[config.mk]
export PLATFORM = sky130hd
export DESIGN_NAME = pipe_blockage_estimator_flat
export DESIGN_NICKNAME = d
export VERILOG_FILES = /design/src/pbe_pkg.sv /design/src/pbe_if.sv /design/src/pbe_mul.sv /design/src/pbe_div.sv /design/src/pipe_blockage_estimator.sv /design/src/flat_wrapper.sv
export VERILOG_INCLUDE_DIRS = /design/src /design/src/src
export SDC_FILE = /design/constraint.sdc
export NUM_CORES = 2
export LEC_CHECK = 0
export BUFFER_PORTS_ARGS = -buffer_cell sky130_fd_sc_hd__buf_4
export CORE_MARGIN = 2
export CORE_UTILIZATION = 35
export DETAILED_ROUTE_END_ITERATION = 10
export PLACE_DENSITY_LB_ADDON = 0.1
export SKIP_CTS_REPAIR_TIMING = 1
export SYNTH_ARGS = -nofsm -noshare
export SYNTH_HDL_FRONTEND = slang
export SYNTH_SLANG_ARGS = --single-unit
[constraint.sdc]
create_clock -name clk -period 22.4 [get_ports clk]
set_input_delay 4.48 -clock clk [delete_from_list [all_inputs] [get_ports clk]]
set_output_delay 4.48 -clock clk [all_outputs]
set_load 0.01 [all_outputs]
[src/pipe_blockage_estimator_assert.svh]
// assertion macros for the pipe blockage estimator
// expects signals named clk and rst in the module that uses them
`ifndef PIPE_BLOCKAGE_ESTIMATOR_ASSERT_SVH
`define PIPE_BLOCKAGE_ESTIMATOR_ASSERT_SVH

// antecedent implies consequent in the same cycle
`define PBE_ASSERT_IMPLIES(lbl, ante, cons) \
  lbl: assert property (@(posedge clk) disable iff (rst) (ante) |-> (cons)) \
    else $error("pipe blockage estimator: assertion failed");

// antecedent implies consequent in the next cycle
`define PBE_ASSERT_NEXT(lbl, ante, cons) \
  lbl: assert property (@(posedge clk) disable iff (rst) (ante) |=> (cons)) \
    else $error("pipe blockage estimator: assertion failed");

`endif

[src/pbe_pkg.sv]
// shared constants, codes and types of the pipe blockage estimator
// no dependencies
package pbe_pkg;

  localparam int WINDOW  = 8;
  localparam int RING_AW = (WINDOW > 1) ? $clog2(WINDOW) : 1;
  localparam int CNT_W   = $clog2(WINDOW + 1);
  localparam int DROP_W  = 23;
  localparam int PCT_W   = 15;
  localparam int SUM_W   = DROP_W + CNT_W;

  // serial arithmetic units
  localparam int MUL_W     = 64;
  localparam int MPL_W     = 40;
  localparam int MUL_STEPS = MPL_W;
  localparam int MCNT_W    = $clog2(MUL_STEPS + 1);
  localparam int DIV_W     = 64;
  localparam int DCNT_W    = $clog2(DIV_W + 1);

  localparam logic [PCT_W-1:0] PCT_FULL  = 15'd25600;
  localparam logic [PCT_W-1:0] BAND_MOD  = 15'd6400;
  localparam logic [PCT_W-1:0] BAND_SEV  = 15'd12800;
  localparam logic [PCT_W-1:0] BAND_CRIT = 15'd19200;

  // config register indexes
  localparam int CFG_IDX_W = 3;
  localparam logic [CFG_IDX_W-1:0] CFG_MIN_FLOW    = 3'd0;
  localparam logic [CFG_IDX_W-1:0] CFG_NOISE_FLOOR = 3'd1;
  localparam logic [CFG_IDX_W-1:0] CFG_ATTN_THR    = 3'd2;
  localparam logic [CFG_IDX_W-1:0] CFG_HYST_BAND   = 3'd3;
  localparam logic [CFG_IDX_W-1:0] CFG_COEF_SQ     = 3'd4;
  localparam logic [CFG_IDX_W-1:0] CFG_COEF_LIN    = 3'd5;
  localparam logic [CFG_IDX_W-1:0] CFG_COEF_OFS    = 3'd6;
  localparam int CFG_DATA_W = 24;

  localparam logic [22:0]        RST_MIN_FLOW    = 23'd128;
  localparam logic [22:0]        RST_NOISE_FLOOR = 23'd26;
  localparam logic [14:0]        RST_ATTN_THR    = 15'd12800;
  localparam logic [14:0]        RST_HYST_BAND   = 15'd1280;
  localparam logic signed [23:0] RST_COEF_SQ     = 24'sd1167;
  localparam logic signed [23:0] RST_COEF_LIN    = 24'sd76625;
  localparam logic signed [23:0] RST_COEF_OFS    = -24'sd21988;

  // status codes
  localparam logic [2:0] ST_NOFLOW   = 3'd0;
  localparam logic [2:0] ST_INVALID  = 3'd1;
  localparam logic [2:0] ST_TOO_LOW  = 3'd2;
  localparam logic [2:0] ST_OPTIMAL  = 3'd3;
  localparam logic [2:0] ST_MODERATE = 3'd4;
  localparam logic [2:0] ST_SEVERE   = 3'd5;
  localparam logic [2:0] ST_CRITICAL = 3'd6;

  typedef enum logic [3:0] {
    S_IDLE,
    S_SQ,
    S_CS,
    S_CL,
    S_DSUM,
    S_DDIV,
    S_PMUL,
    S_PDIV,
    S_PSUM,
    S_PMEAN,
    S_DONE
  } state_t;

endpackage

[src/pbe_if.sv]
// sample and result channel interfaces of the pipe blockage estimator
// no dependencies
interface pbe_sample_if;
  logic               valid;
  logic               ready;
  logic signed [23:0] inlet_pressure;
  logic signed [23:0] outlet_pressure;
  logic signed [23:0] flow_rate;

  modport source(output valid, output inlet_pressure, output outlet_pressure,
                 output flow_rate, input ready);
  modport sink(input valid, input inlet_pressure, input outlet_pressure,
               input flow_rate, output ready);
endinterface

interface pbe_result_if;
  logic        valid;
  logic        ready;
  logic [2:0]  status_code;
  logic [14:0] blockage_percent;
  logic [22:0] smoothed_pressure;
  logic        requires_attention;

  modport source(output valid, output status_code, output blockage_percent,
                 output smoothed_pressure, output requires_attention, input ready);
  modport sink(input valid, input status_code, input blockage_percent,
               input smoothed_pressure, input requires_attention, output ready);
endinterface

[src/pbe_mul.sv]
// bit-serial shift-add multiplier, one multiplier bit per cycle
// depends on pbe_pkg
module pbe_mul (
  input  logic                              clk,
  input  logic                              rst,
  input  logic                              start,
  input  logic signed [pbe_pkg::MUL_W-1:0]  mcand,
  input  logic [pbe_pkg::MPL_W-1:0]         mplier,
  output logic                              done,
  output logic [pbe_pkg::MUL_W-1:0]         prod
);

  logic                        busy;
  logic [pbe_pkg::MCNT_W-1:0]  cnt;
  logic [pbe_pkg::MUL_W-1:0]   a;
  logic [pbe_pkg::MPL_W-1:0]   b;
  logic [pbe_pkg::MUL_W-1:0]   acc;

  always_ff @(posedge clk) begin
    if (rst) begin
      busy <= 1'b0;
      done <= 1'b0;
      cnt  <= '0;
    end else begin
      done <= 1'b0;
      if (start) begin
        busy <= 1'b1;
        cnt  <= '0;
      end else if (busy) begin
        cnt <= cnt + 1'b1;
        if (cnt == pbe_pkg::MCNT_W'(pbe_pkg::MUL_STEPS - 1)) begin
          busy <= 1'b0;
          done <= 1'b1;
        end
      end
    end
  end

  always_ff @(posedge clk) begin
    if (start) begin
      a   <= mcand;
      b   <= mplier;
      acc <= '0;
    end else if (busy) begin
      acc <= acc + (b[0] ? a : '0);
      a   <= a << 1;
      b   <= b >> 1;
    end
  end

  assign prod = acc;

endmodule

[src/pbe_div.sv]
// restoring serial divider, one quotient bit per cycle
// depends on pbe_pkg
module pbe_div (
  input  logic                        clk,
  input  logic                        rst,
  input  logic                        start,
  input  logic [pbe_pkg::DIV_W-1:0]   dividend,
  input  logic [pbe_pkg::DIV_W-1:0]   divisor,
  output logic                        done,
  output logic [pbe_pkg::DIV_W-1:0]   quot
);

  logic                        busy;
  logic [pbe_pkg::DCNT_W-1:0]  cnt;
  logic [pbe_pkg::DIV_W:0]     rem;
  logic [pbe_pkg::DIV_W-1:0]   q;
  logic [pbe_pkg::DIV_W-1:0]   d;
  logic [pbe_pkg::DIV_W:0]     shifted;
  logic [pbe_pkg::DIV_W:0]     diff;
  logic                        ge;

  assign shifted = {rem[pbe_pkg::DIV_W-1:0], q[pbe_pkg::DIV_W-1]};
  assign diff    = shifted - {1'b0, d};
  assign ge      = shifted >= {1'b0, d};

  always_ff @(posedge clk) begin
    if (rst) begin
      busy <= 1'b0;
      done <= 1'b0;
      cnt  <= '0;
    end else begin
      done <= 1'b0;
      if (start) begin
        busy <= 1'b1;
        cnt  <= '0;
      end else if (busy) begin
        cnt <= cnt + 1'b1;
        if (cnt == pbe_pkg::DCNT_W'(pbe_pkg::DIV_W - 1)) begin
          busy <= 1'b0;
          done <= 1'b1;
        end
      end
    end
  end

  always_ff @(posedge clk) begin
    if (start) begin
      rem <= '0;
      q   <= dividend;
      d   <= divisor;
    end else if (busy) begin
      rem <= ge ? diff : shifted;
      q   <= {q[pbe_pkg::DIV_W-2:0], ge};
    end
  end

  assign quot = q;

endmodule

[src/pipe_blockage_estimator.sv]
// top level of the pipe blockage estimator: sequencer, config, history rings
// depends on pbe_pkg, pbe_if, pbe_mul, pbe_div and the assertion header
//
// usage: one pressure/flow sample in on the sample channel gives one status
// result on the result channel; both are valid/ready, a transfer happens when
// valid and ready are high at a rising edge. config registers are written
// through cfg_we/cfg_index/cfg_data; the user must write them only while the
// block is idle, which the block itself does not enforce. unknown indexes are
// dropped. a no-flow or too-low result goes to the output register without
// any arithmetic. an invalid sample runs only the percent average (a history
// sum and a divide, skipped when the percent ring is empty). a full sample
// runs three serial multiplies for the expected drop, a history sum and a
// divide for the mean drop, a multiply and a divide for the blockage ratio,
// then another sum and divide for the mean percent. one sample is in work at
// a time and the next is taken in the cycle after the result is loaded.
// reset (rst, synchronous) empties both history rings, clears the alarm and
// restores the config defaults. a result waits in an output register while
// the receiver stalls; the next sample is taken and worked on meanwhile.
`include "pipe_blockage_estimator_assert.svh"

module pipe_blockage_estimator (
  input  logic                                clk,
  input  logic                                rst,
  pbe_sample_if.sink                          sample,
  pbe_result_if.source                        result,
  input  logic                                cfg_we,
  input  logic [pbe_pkg::CFG_IDX_W-1:0]       cfg_index,
  input  logic [pbe_pkg::CFG_DATA_W-1:0]      cfg_data
);

  // config registers
  logic [22:0]        min_flow;
  logic [22:0]        noise_floor;
  logic [14:0]        attn_thr;
  logic [14:0]        hyst_band;
  logic signed [23:0] coef_sq;
  logic signed [23:0] coef_lin;
  logic signed [23:0] coef_ofs;

  pbe_pkg::state_t state, state_next;

  // history
  logic [pbe_pkg::DROP_W-1:0]  drop_ring [pbe_pkg::WINDOW];
  logic [pbe_pkg::PCT_W-1:0]   pct_ring [pbe_pkg::WINDOW];
  logic [pbe_pkg::CNT_W-1:0]   drop_count, pct_count;
  logic [pbe_pkg::RING_AW-1:0] drop_head, pct_head;
  logic                        alarm;

  // working registers
  logic [22:0]                 flow;
  logic [37:0]                 f2q8;
  logic signed [63:0]          expct;
  logic [pbe_pkg::SUM_W-1:0]   sum;
  logic [pbe_pkg::CNT_W-1:0]   idx;
  logic [22:0]                 smooth;
  logic                        invalid_path;
  logic                        launched;

  logic [2:0]  res_status;
  logic [14:0] res_pct;
  logic [22:0] res_smooth;
  logic        res_attn;

  logic        out_valid;
  logic [2:0]  out_status;
  logic [14:0] out_pct;
  logic [22:0] out_smooth;
  logic        out_attn;
  logic        out_noflow;

  // serial units
  logic                              mul_start, mul_done;
  logic signed [pbe_pkg::MUL_W-1:0]  mul_a;
  logic [pbe_pkg::MPL_W-1:0]         mul_b;
  logic [pbe_pkg::MUL_W-1:0]         mul_p;
  logic                              div_start, div_done;
  logic [pbe_pkg::DIV_W-1:0]         div_n, div_d, div_q;

  // sample classification
  logic               accept;
  logic               flow_zero, bad_sample, flow_low;
  logic signed [24:0] drop_full;
  logic               drop_keep;

  logic signed [63:0] s24;
  logic               pct_go;
  logic [14:0]        cur_pct;
  logic [14:0]        mean_q;
  logic [15:0]        upper;
  logic signed [16:0] lower;
  logic               alarm_new;
  logic [2:0]         band_status;
  logic               drop_last, pct_last;
  logic               out_load;

  pbe_mul u_mul (
    .clk    (clk),
    .rst    (rst),
    .start  (mul_start),
    .mcand  (mul_a),
    .mplier (mul_b),
    .done   (mul_done),
    .prod   (mul_p)
  );

  pbe_div u_div (
    .clk      (clk),
    .rst      (rst),
    .start    (div_start),
    .dividend (div_n),
    .divisor  (div_d),
    .done     (div_done),
    .quot     (div_q)
  );

  assign accept     = sample.valid && sample.ready;
  assign flow_zero  = sample.flow_rate == 24'sd0;
  assign bad_sample = sample.inlet_pressure < 24'sd0 || sample.outlet_pressure < 24'sd0 ||
                      sample.inlet_pressure < sample.outlet_pressure ||
                      sample.flow_rate < 24'sd0;
  assign flow_low   = sample.flow_rate <= $signed({1'b0, min_flow});
  assign drop_full  = 25'(sample.inlet_pressure) - 25'(sample.outlet_pressure);
  assign drop_keep  = drop_full > $signed({2'b0, noise_floor});

  assign s24     = $signed({25'b0, smooth, 16'b0});
  assign pct_go  = (expct > 64'sd0) && (s24 > expct);
  assign cur_pct = (div_q > 64'(pbe_pkg::PCT_FULL)) ? pbe_pkg::PCT_FULL : div_q[14:0];
  assign mean_q  = div_q[14:0];

  // hysteresis limits; lower one may go negative
  assign upper = {1'b0, attn_thr} + {1'b0, hyst_band};
  assign lower = $signed({2'b0, attn_thr}) - $signed({2'b0, hyst_band});

  always_comb begin
    alarm_new = alarm;
    if (!alarm && ({1'b0, mean_q} > upper)) begin
      alarm_new = 1'b1;
    end else if (alarm && ($signed({2'b0, mean_q}) < lower)) begin
      alarm_new = 1'b0;
    end
  end

  always_comb begin
    if (mean_q < pbe_pkg::BAND_MOD) begin
      band_status = pbe_pkg::ST_OPTIMAL;
    end else if (mean_q < pbe_pkg::BAND_SEV) begin
      band_status = pbe_pkg::ST_MODERATE;
    end else if (mean_q < pbe_pkg::BAND_CRIT) begin
      band_status = pbe_pkg::ST_SEVERE;
    end else begin
      band_status = pbe_pkg::ST_CRITICAL;
    end
  end

  assign drop_last = (idx + pbe_pkg::CNT_W'(1)) == drop_count;
  assign pct_last  = (idx + pbe_pkg::CNT_W'(1)) == pct_count;
  assign out_load  = (state == pbe_pkg::S_DONE) && (!out_valid || result.ready);

  // next state
  always_comb begin
    state_next = state;
    case (state)
      pbe_pkg::S_IDLE: begin
        if (accept) begin
          if (flow_zero) state_next = pbe_pkg::S_DONE;
          else if (bad_sample) state_next = pbe_pkg::S_PSUM;
          else if (flow_low) state_next = pbe_pkg::S_DONE;
          else state_next = pbe_pkg::S_SQ;
        end
      end
      pbe_pkg::S_SQ: if (mul_done) state_next = pbe_pkg::S_CS;
      pbe_pkg::S_CS: if (mul_done) state_next = pbe_pkg::S_CL;
      pbe_pkg::S_CL: if (mul_done) state_next = pbe_pkg::S_DSUM;
      pbe_pkg::S_DSUM: begin
        if (drop_count == '0) state_next = pbe_pkg::S_PMUL;
        else if (drop_last) state_next = pbe_pkg::S_DDIV;
      end
      pbe_pkg::S_DDIV: if (div_done) state_next = pbe_pkg::S_PMUL;
      pbe_pkg::S_PMUL: begin
        if (!pct_go) state_next = pbe_pkg::S_PSUM;
        else if (mul_done) state_next = pbe_pkg::S_PDIV;
      end
      pbe_pkg::S_PDIV: if (div_done) state_next = pbe_pkg::S_PSUM;
      pbe_pkg::S_PSUM: begin
        if (pct_count == '0) state_next = pbe_pkg::S_DONE;
        else if (pct_last) state_next = pbe_pkg::S_PMEAN;
      end
      pbe_pkg::S_PMEAN: if (div_done) state_next = pbe_pkg::S_DONE;
      pbe_pkg::S_DONE: if (out_load) state_next = pbe_pkg::S_IDLE;
      default: state_next = pbe_pkg::S_IDLE;
    endcase
  end

  // unit controls and handshake
  always_comb begin
    sample.ready = 1'b0;
    mul_start    = 1'b0;
    mul_a        = '0;
    mul_b        = '0;
    div_start    = 1'b0;
    div_n        = '0;
    div_d        = '0;
    case (state)
      pbe_pkg::S_IDLE: sample.ready = 1'b1;
      pbe_pkg::S_SQ: begin
        mul_start = !launched;
        mul_a     = $signed({41'b0, flow});
        mul_b     = {17'b0, flow};
      end
      pbe_pkg::S_CS: begin
        mul_start = !launched;
        mul_a     = {{40{coef_sq[23]}}, coef_sq};
        mul_b     = {2'b0, f2q8};
      end
      pbe_pkg::S_CL: begin
        mul_start = !launched;
        mul_a     = {{40{coef_lin[23]}}, coef_lin};
        mul_b     = {17'b0, flow};
      end
      pbe_pkg::S_DDIV: begin
        div_start = !launched;
        div_n     = pbe_pkg::DIV_W'(sum);
        div_d     = pbe_pkg::DIV_W'(drop_count);
      end
      pbe_pkg::S_PMUL: begin
        mul_start = !launched && pct_go;
        mul_a     = s24 - expct;
        mul_b     = pbe_pkg::MPL_W'(pbe_pkg::PCT_FULL);
      end
      pbe_pkg::S_PDIV: begin
        div_start = !launched;
        div_n     = mul_p;
        div_d     = expct;
      end
      pbe_pkg::S_PMEAN: begin
        div_start = !launched;
        div_n     = pbe_pkg::DIV_W'(sum);
        div_d     = pbe_pkg::DIV_W'(pct_count);
      end
      default: ;
    endcase
  end

  // control state
  always_ff @(posedge clk) begin
    if (rst) begin
      state      <= pbe_pkg::S_IDLE;
      launched   <= 1'b0;
      drop_count <= '0;
      drop_head  <= '0;
      pct_count  <= '0;
      pct_head   <= '0;
      alarm      <= 1'b0;
      out_valid  <= 1'b0;
      min_flow    <= pbe_pkg::RST_MIN_FLOW;
      noise_floor <= pbe_pkg::RST_NOISE_FLOOR;
      attn_thr    <= pbe_pkg::RST_ATTN_THR;
      hyst_band   <= pbe_pkg::RST_HYST_BAND;
      coef_sq     <= pbe_pkg::RST_COEF_SQ;
      coef_lin    <= pbe_pkg::RST_COEF_LIN;
      coef_ofs    <= pbe_pkg::RST_COEF_OFS;
    end else begin
      state <= state_next;
      if (mul_start || div_start) launched <= 1'b1;
      else if (mul_done || div_done) launched <= 1'b0;

      if (accept && !flow_zero && !bad_sample && !flow_low && drop_keep) begin
        drop_head <= (drop_head == pbe_pkg::RING_AW'(pbe_pkg::WINDOW - 1)) ?
                     '0 : drop_head + 1'b1;
        if (drop_count < pbe_pkg::CNT_W'(pbe_pkg::WINDOW)) drop_count <= drop_count + 1'b1;
      end

      if ((state == pbe_pkg::S_PMUL && !pct_go) ||
          (state == pbe_pkg::S_PDIV && div_done)) begin
        pct_head <= (pct_head == pbe_pkg::RING_AW'(pbe_pkg::WINDOW - 1)) ?
                    '0 : pct_head + 1'b1;
        if (pct_count < pbe_pkg::CNT_W'(pbe_pkg::WINDOW)) pct_count <= pct_count + 1'b1;
      end

      if (state == pbe_pkg::S_PMEAN && div_done && !invalid_path) alarm <= alarm_new;

      if (out_load) out_valid <= 1'b1;
      else if (result.ready) out_valid <= 1'b0;

      if (cfg_we) begin
        case (cfg_index)
          pbe_pkg::CFG_MIN_FLOW:    min_flow    <= cfg_data[22:0];
          pbe_pkg::CFG_NOISE_FLOOR: noise_floor <= cfg_data[22:0];
          pbe_pkg::CFG_ATTN_THR:    attn_thr    <= cfg_data[14:0];
          pbe_pkg::CFG_HYST_BAND:   hyst_band   <= cfg_data[14:0];
          pbe_pkg::CFG_COEF_SQ:     coef_sq     <= $signed(cfg_data);
          pbe_pkg::CFG_COEF_LIN:    coef_lin    <= $signed(cfg_data);
          pbe_pkg::CFG_COEF_OFS:    coef_ofs    <= $signed(cfg_data);
          default: ;
        endcase
      end
    end
  end

  // rings
  always_ff @(posedge clk) begin
    if (accept && !flow_zero && !bad_sample && !flow_low && drop_keep) begin
      drop_ring[drop_head] <= drop_full[22:0];
    end
    if (state == pbe_pkg::S_PMUL && !pct_go) begin
      pct_ring[pct_head] <= '0;
    end else if (state == pbe_pkg::S_PDIV && div_done) begin
      pct_ring[pct_head] <= cur_pct;
    end
  end

  // datapath
  always_ff @(posedge clk) begin
    if (accept) begin
      flow         <= sample.flow_rate[22:0];
      invalid_path <= !flow_zero && bad_sample;
      res_pct      <= '0;
      res_smooth   <= '0;
      res_attn     <= 1'b0;
      res_status   <= flow_zero ? pbe_pkg::ST_NOFLOW : pbe_pkg::ST_TOO_LOW;
    end

    // start a fresh sum on entry to either summing state
    if ((state_next == pbe_pkg::S_DSUM || state_next == pbe_pkg::S_PSUM) &&
        state_next != state) begin
      sum <= '0;
      idx <= '0;
    end else if (state == pbe_pkg::S_DSUM) begin
      sum <= sum + pbe_pkg::SUM_W'(drop_ring[idx[pbe_pkg::RING_AW-1:0]]);
      idx <= idx + 1'b1;
    end else if (state == pbe_pkg::S_PSUM) begin
      sum <= sum + pbe_pkg::SUM_W'(pct_ring[idx[pbe_pkg::RING_AW-1:0]]);
      idx <= idx + 1'b1;
    end

    if (state == pbe_pkg::S_SQ && mul_done) f2q8 <= mul_p[45:8];
    if (state == pbe_pkg::S_CS && mul_done) begin
      expct <= $signed(mul_p) + $signed({{32{coef_ofs[23]}}, coef_ofs, 8'b0});
    end
    if (state == pbe_pkg::S_CL && mul_done) expct <= expct + $signed(mul_p);

    if (state == pbe_pkg::S_DSUM && drop_count == '0) smooth <= '0;
    if (state == pbe_pkg::S_DDIV && div_done) smooth <= div_q[22:0];

    if (state == pbe_pkg::S_PSUM && pct_count == '0) begin
      res_status <= pbe_pkg::ST_INVALID;
      res_pct    <= '0;
      res_smooth <= '0;
      res_attn   <= alarm;
    end
    if (state == pbe_pkg::S_PMEAN && div_done) begin
      res_pct <= mean_q;
      if (invalid_path) begin
        res_status <= pbe_pkg::ST_INVALID;
        res_smooth <= '0;
        res_attn   <= alarm;
      end else begin
        res_status <= band_status;
        res_smooth <= smooth;
        res_attn   <= alarm_new;
      end
    end

    if (out_load) begin
      out_status <= res_status;
      out_pct    <= res_pct;
      out_smooth <= res_smooth;
      out_attn   <= res_attn;
    end
  end

  assign result.valid              = out_valid;
  assign result.status_code        = out_status;
  assign result.blockage_percent   = out_pct;
  assign result.smoothed_pressure  = out_smooth;
  assign result.requires_attention = out_attn;

  assign out_noflow = out_valid && out_status == pbe_pkg::ST_NOFLOW;

  `PBE_ASSERT_IMPLIES(a_pct_range, result.valid, result.blockage_percent <= pbe_pkg::PCT_FULL)
  `PBE_ASSERT_IMPLIES(a_drop_count, 1'b1, drop_count <= pbe_pkg::CNT_W'(pbe_pkg::WINDOW))
  `PBE_ASSERT_IMPLIES(a_pct_count, 1'b1, pct_count <= pbe_pkg::CNT_W'(pbe_pkg::WINDOW))
  `PBE_ASSERT_IMPLIES(a_noflow_zero, out_noflow, {out_pct, out_smooth, out_attn} == '0)
  `PBE_ASSERT_IMPLIES(a_one_unit, mul_start, !div_start)
  `PBE_ASSERT_NEXT(a_idle_after_load, out_load, state == pbe_pkg::S_IDLE && out_valid)

endmodule
[src/flat_wrapper.sv]
// flat-port wrapper written by rule: the top's interface ports become plain ports
module pipe_blockage_estimator_flat 
  (clk, rst, cfg_we, cfg_index, cfg_data, sample_valid, sample_inlet_pressure, sample_outlet_pressure, sample_flow_rate, sample_ready, result_valid, result_status_code, result_blockage_percent, result_smoothed_pressure, result_requires_attention, result_ready);
  pbe_sample_if sample_i ();
  pbe_result_if result_i ();
  input  logic clk;
  input  logic rst;
  input  logic cfg_we;
  input  logic [pbe_pkg::CFG_IDX_W-1:0] cfg_index;
  input  logic [pbe_pkg::CFG_DATA_W-1:0] cfg_data;
  input wire logic [$bits(sample_i.valid)-1:0] sample_valid;
  input wire logic [$bits(sample_i.inlet_pressure)-1:0] sample_inlet_pressure;
  input wire logic [$bits(sample_i.outlet_pressure)-1:0] sample_outlet_pressure;
  input wire logic [$bits(sample_i.flow_rate)-1:0] sample_flow_rate;
  output wire logic [$bits(sample_i.ready)-1:0] sample_ready;
  output wire logic [$bits(result_i.valid)-1:0] result_valid;
  output wire logic [$bits(result_i.status_code)-1:0] result_status_code;
  output wire logic [$bits(result_i.blockage_percent)-1:0] result_blockage_percent;
  output wire logic [$bits(result_i.smoothed_pressure)-1:0] result_smoothed_pressure;
  output wire logic [$bits(result_i.requires_attention)-1:0] result_requires_attention;
  input wire logic [$bits(result_i.ready)-1:0] result_ready;
  assign sample_i.valid = sample_valid;
  assign sample_i.inlet_pressure = sample_inlet_pressure;
  assign sample_i.outlet_pressure = sample_outlet_pressure;
  assign sample_i.flow_rate = sample_flow_rate;
  assign sample_ready = sample_i.ready;
  assign result_valid = result_i.valid;
  assign result_status_code = result_i.status_code;
  assign result_blockage_percent = result_i.blockage_percent;
  assign result_smoothed_pressure = result_i.smoothed_pressure;
  assign result_requires_attention = result_i.requires_attention;
  assign result_i.ready = result_ready;
  pipe_blockage_estimator u_core (.clk(clk), .rst(rst), .sample(sample_i), .result(result_i), .cfg_we(cfg_we), .cfg_index(cfg_index), .cfg_data(cfg_data));
endmodule
==> flow_summary.ini <==
[yosys]
syn_area_um2 = 64800
async_reset_ff_share_pct = 0
synth_nets = 7022
synth_top_area_share_pct = 35.5
synthTopCellsByCount = 767 x edfxtp_1, 674 x nand2_1, 584 x a21oi_1
ys.flop_type = edfxtp_1
synth_cell_types = 92
syn_inst = 6476
yosys.area.top_type = edfxtp_1
synth_warnings = 0
ys_ff_latch = 1115
synthMostInstantiatedCell = edfxtp_1
yosysSeqAreaShare_pct = 46.3
netlist_top_cells_area = edfxtp_1 36%, dfxtp_1 11%, ha_1 8.4%
synth_edf_count = 767
postSynthAreaPerCell_um2 = 10.0

[timing]
setup_viol = 0
period_needed_ps = 11080
report.final.slew_viol_count = 0
layout_setup_ws_ps = 11320
fmax_ghz = 0.0902
relSlewSlack_pct = 24.6
tightest_slew_ps = 1130
rsz0062_at_grt = false
fin_setup_tns_ps = 0
skew_ps = 49.5
hold_viol = 0
period_share_pct = 49.5

[detailed_routing]
first_iter_violations = 3677
num_vias = 50000
drtAntennaViolNets = 0
post-route-drc-count = 0
vias_per_cell = 5.49
wl_per_cell_um = 23.6
dr.pass1.iters = 8
wl_mm = 215

[finish]
syn_to_final_growth_pct = 13.0
final_nets = 7087
multi_input_area_um2 = 32600
nFillCells = 18200
stdcell_count = 9114
drive_gt1_share_pct = 9.51
regArea_um2 = 30000

[worst_setup_path]
critPathKind = in2reg
cp-end-kind = register
cp_common_cell = a21oi_1
crit_buf_inv = 3
crit_path_max_fanout = 14
crit_family = simple AND/OR/NAND/NOR gates
cpMaxStageDelayCell = nor3_2
cp.arrival_ps = 11580
crit_required_ps = 22890
critPathLaunchType = primary input
slowest_delay_ps = 1030

[global_route]
antenna_found_initial = 5
use_met2_pct = 38.0
grt_max_degree = 156
overflow = 0
met3_usage_pct = 2.68
use_met1_pct = 29.5
grt_usage_pct = 22.4
grt_pass1_wl_mm = 318
grt_most_used_layer = met2
grt_pass1_vias = 48900

[clock_tree]
cts_buffers = 136
cts_num_sinks = 1115
cts_tree = done
h-tree-depth = 4
clkLatencyLatePin_ps = 820
cts_buffer_depth = 3
clkTransAtPathRegs_ps = 60
root_buffer = clkbuf_16

[placed_design]
dp_slack_ps = 10510
io_buffers = 147
place_hpwl_mm = 157
numPlacedInstances = 8867
place_congestion = 0.894

[die]
std_cell_rows = 157
die_w_um = 434
ios = 148
fp.dieH_um = 434
die_area_um2 = 189000
core_um2 = 183000
initial_core_util_pct = 35.3

[outcome]
status = completed

[power_and_ir_drop]
powerDensity_nw_per_um2 = 104
totalPowerFinal_w = 0.00760
irDropWorstVdd_mv = 0.0666
leakage_nw = 28.3

[job]
drv_cap = 0

[worst_hold_path]
hold_class = reg2reg
## metrics by stage
stage / utilization [%] / area, um^2 / hold slack [ps]
2_1_floorplan: - / 64800 / 400
3_3_place_gp: 37.4 / 68600 / 403
3_5_place_dp: 37.4 / 68600 / 405
4_1_cts: 39.9 / 73200 / 418
5_1_grt: 39.9 / 73200 / 425
6_report: 39.9 / 73200 / 416
## path summary, 6_finish.rpt
kind	from	end	slack [ps]	cells past startpoint
worst min-delay path	u_core.res_smooth[13]$_SDFFCE_PN0P_	u_core.result.smoothed_pressure[13]$_DFFE_PP_	420	0
worst max-delay path	sample_outlet_pressure[0]	u_core.drop_ring[3][6]$_DFFE_PP_	11320	27
worst min register to register	u_core.res_smooth[13]$_SDFFCE_PN0P_	u_core.result.smoothed_pressure[13]$_DFFE_PP_	420	0
worst max register to register	u_core.state[0]$_SDFF_PP0_	u_core.drop_ring[3][6]$_DFFE_PP_	16800	11
## where the power goes
group          internal [W]  switching [W]
registers           0.00245       0.000261
logic               0.00109        0.00152
clock network       0.00133       0.000945
## flip-flops by register name (all words and copies together) (netlist names), 24 cells and up, named ones only
register           count
u_core.drop_ring     184
u_core.pct_ring      120
u_core.expct          64
u_core.u_div.d        64
u_core.u_div.quot     64
u_core.u_div.rem      64
u_core.u_mul.a        64
u_core.u_mul.prod     64
u_core.f2q8           38
u_core.u_mul.b        38
u_core.sum            27
u_core.coef_lin       24
u_core.coef_ofs       24
u_core.coef_sq        24
## logic make-up (layout without fill, tap and decap cells)
kind of cell	Yosys count	after routing	synth area share, %
AO/OA/AOI/OAI	1694	1694	16.8
XOR/XNOR	325	325	4.39
adder cells (fa/ha/maj)	442	442	8.63
buffers and inverters	609	782	3.59
flip-flops	1115	1115	46.3
multiplexers	220	220	5.21
other	0	1	0
AND/OR/NAND/NOR	2071	2071	15.1
## layout make-up
| cell class | count | share of cell area [%] |
|---|---|---|
| Multi-Input combinational cell | 4752 | 44.6 |
| Sequential cell | 1115 | 41.0 |
| Clock buffer | 184 | 5.13 |
| Tap cell | 2464 | 4.21 |
| Timing Repair Buffer | 232 | 2.40 |
| Inverter | 304 | 1.56 |
| Clock inverter | 62 | 1.13 |
| Antenna cell | 1 | 0.00342 |
## layout by cell type, fill, tap and decap left out, drive strengths merged, types with 29 or more instances in the layout
cell type  instances
buf              232
nand2            674
mux2              29
nor2             551
o31ai             34
mux2i            100
o21a              59
o211ai            42
o21ai            309
xor2             136
xnor2            189
a21oi            585
dfxtp            348
a22oi             33
clkinv            44
clkbuf           184
inv              307
and3              65
ha               434
o21bai            55
a21o             201
nor4              53
nand3            118
mux4              91
or3               32
nand3b            47
a221oi            57
edfxtp           767
and2             174
nor2b             57
nor3              86
a31oi             44
a22o              62
a211oi            56
nand2b            64
nand4             91
## per-layer routing
metal  vias to the layer above  wire (um)  part of all wire, %
met3                       270       8630                  4.0
met2                      1128     104000                   48
li1                      24000          -                    -
met1                     24600      95600                   44
met5                         -          0                    0
met4                         0       7190                  3.3
Note: power is estimated with default switching activity, not from simulation.
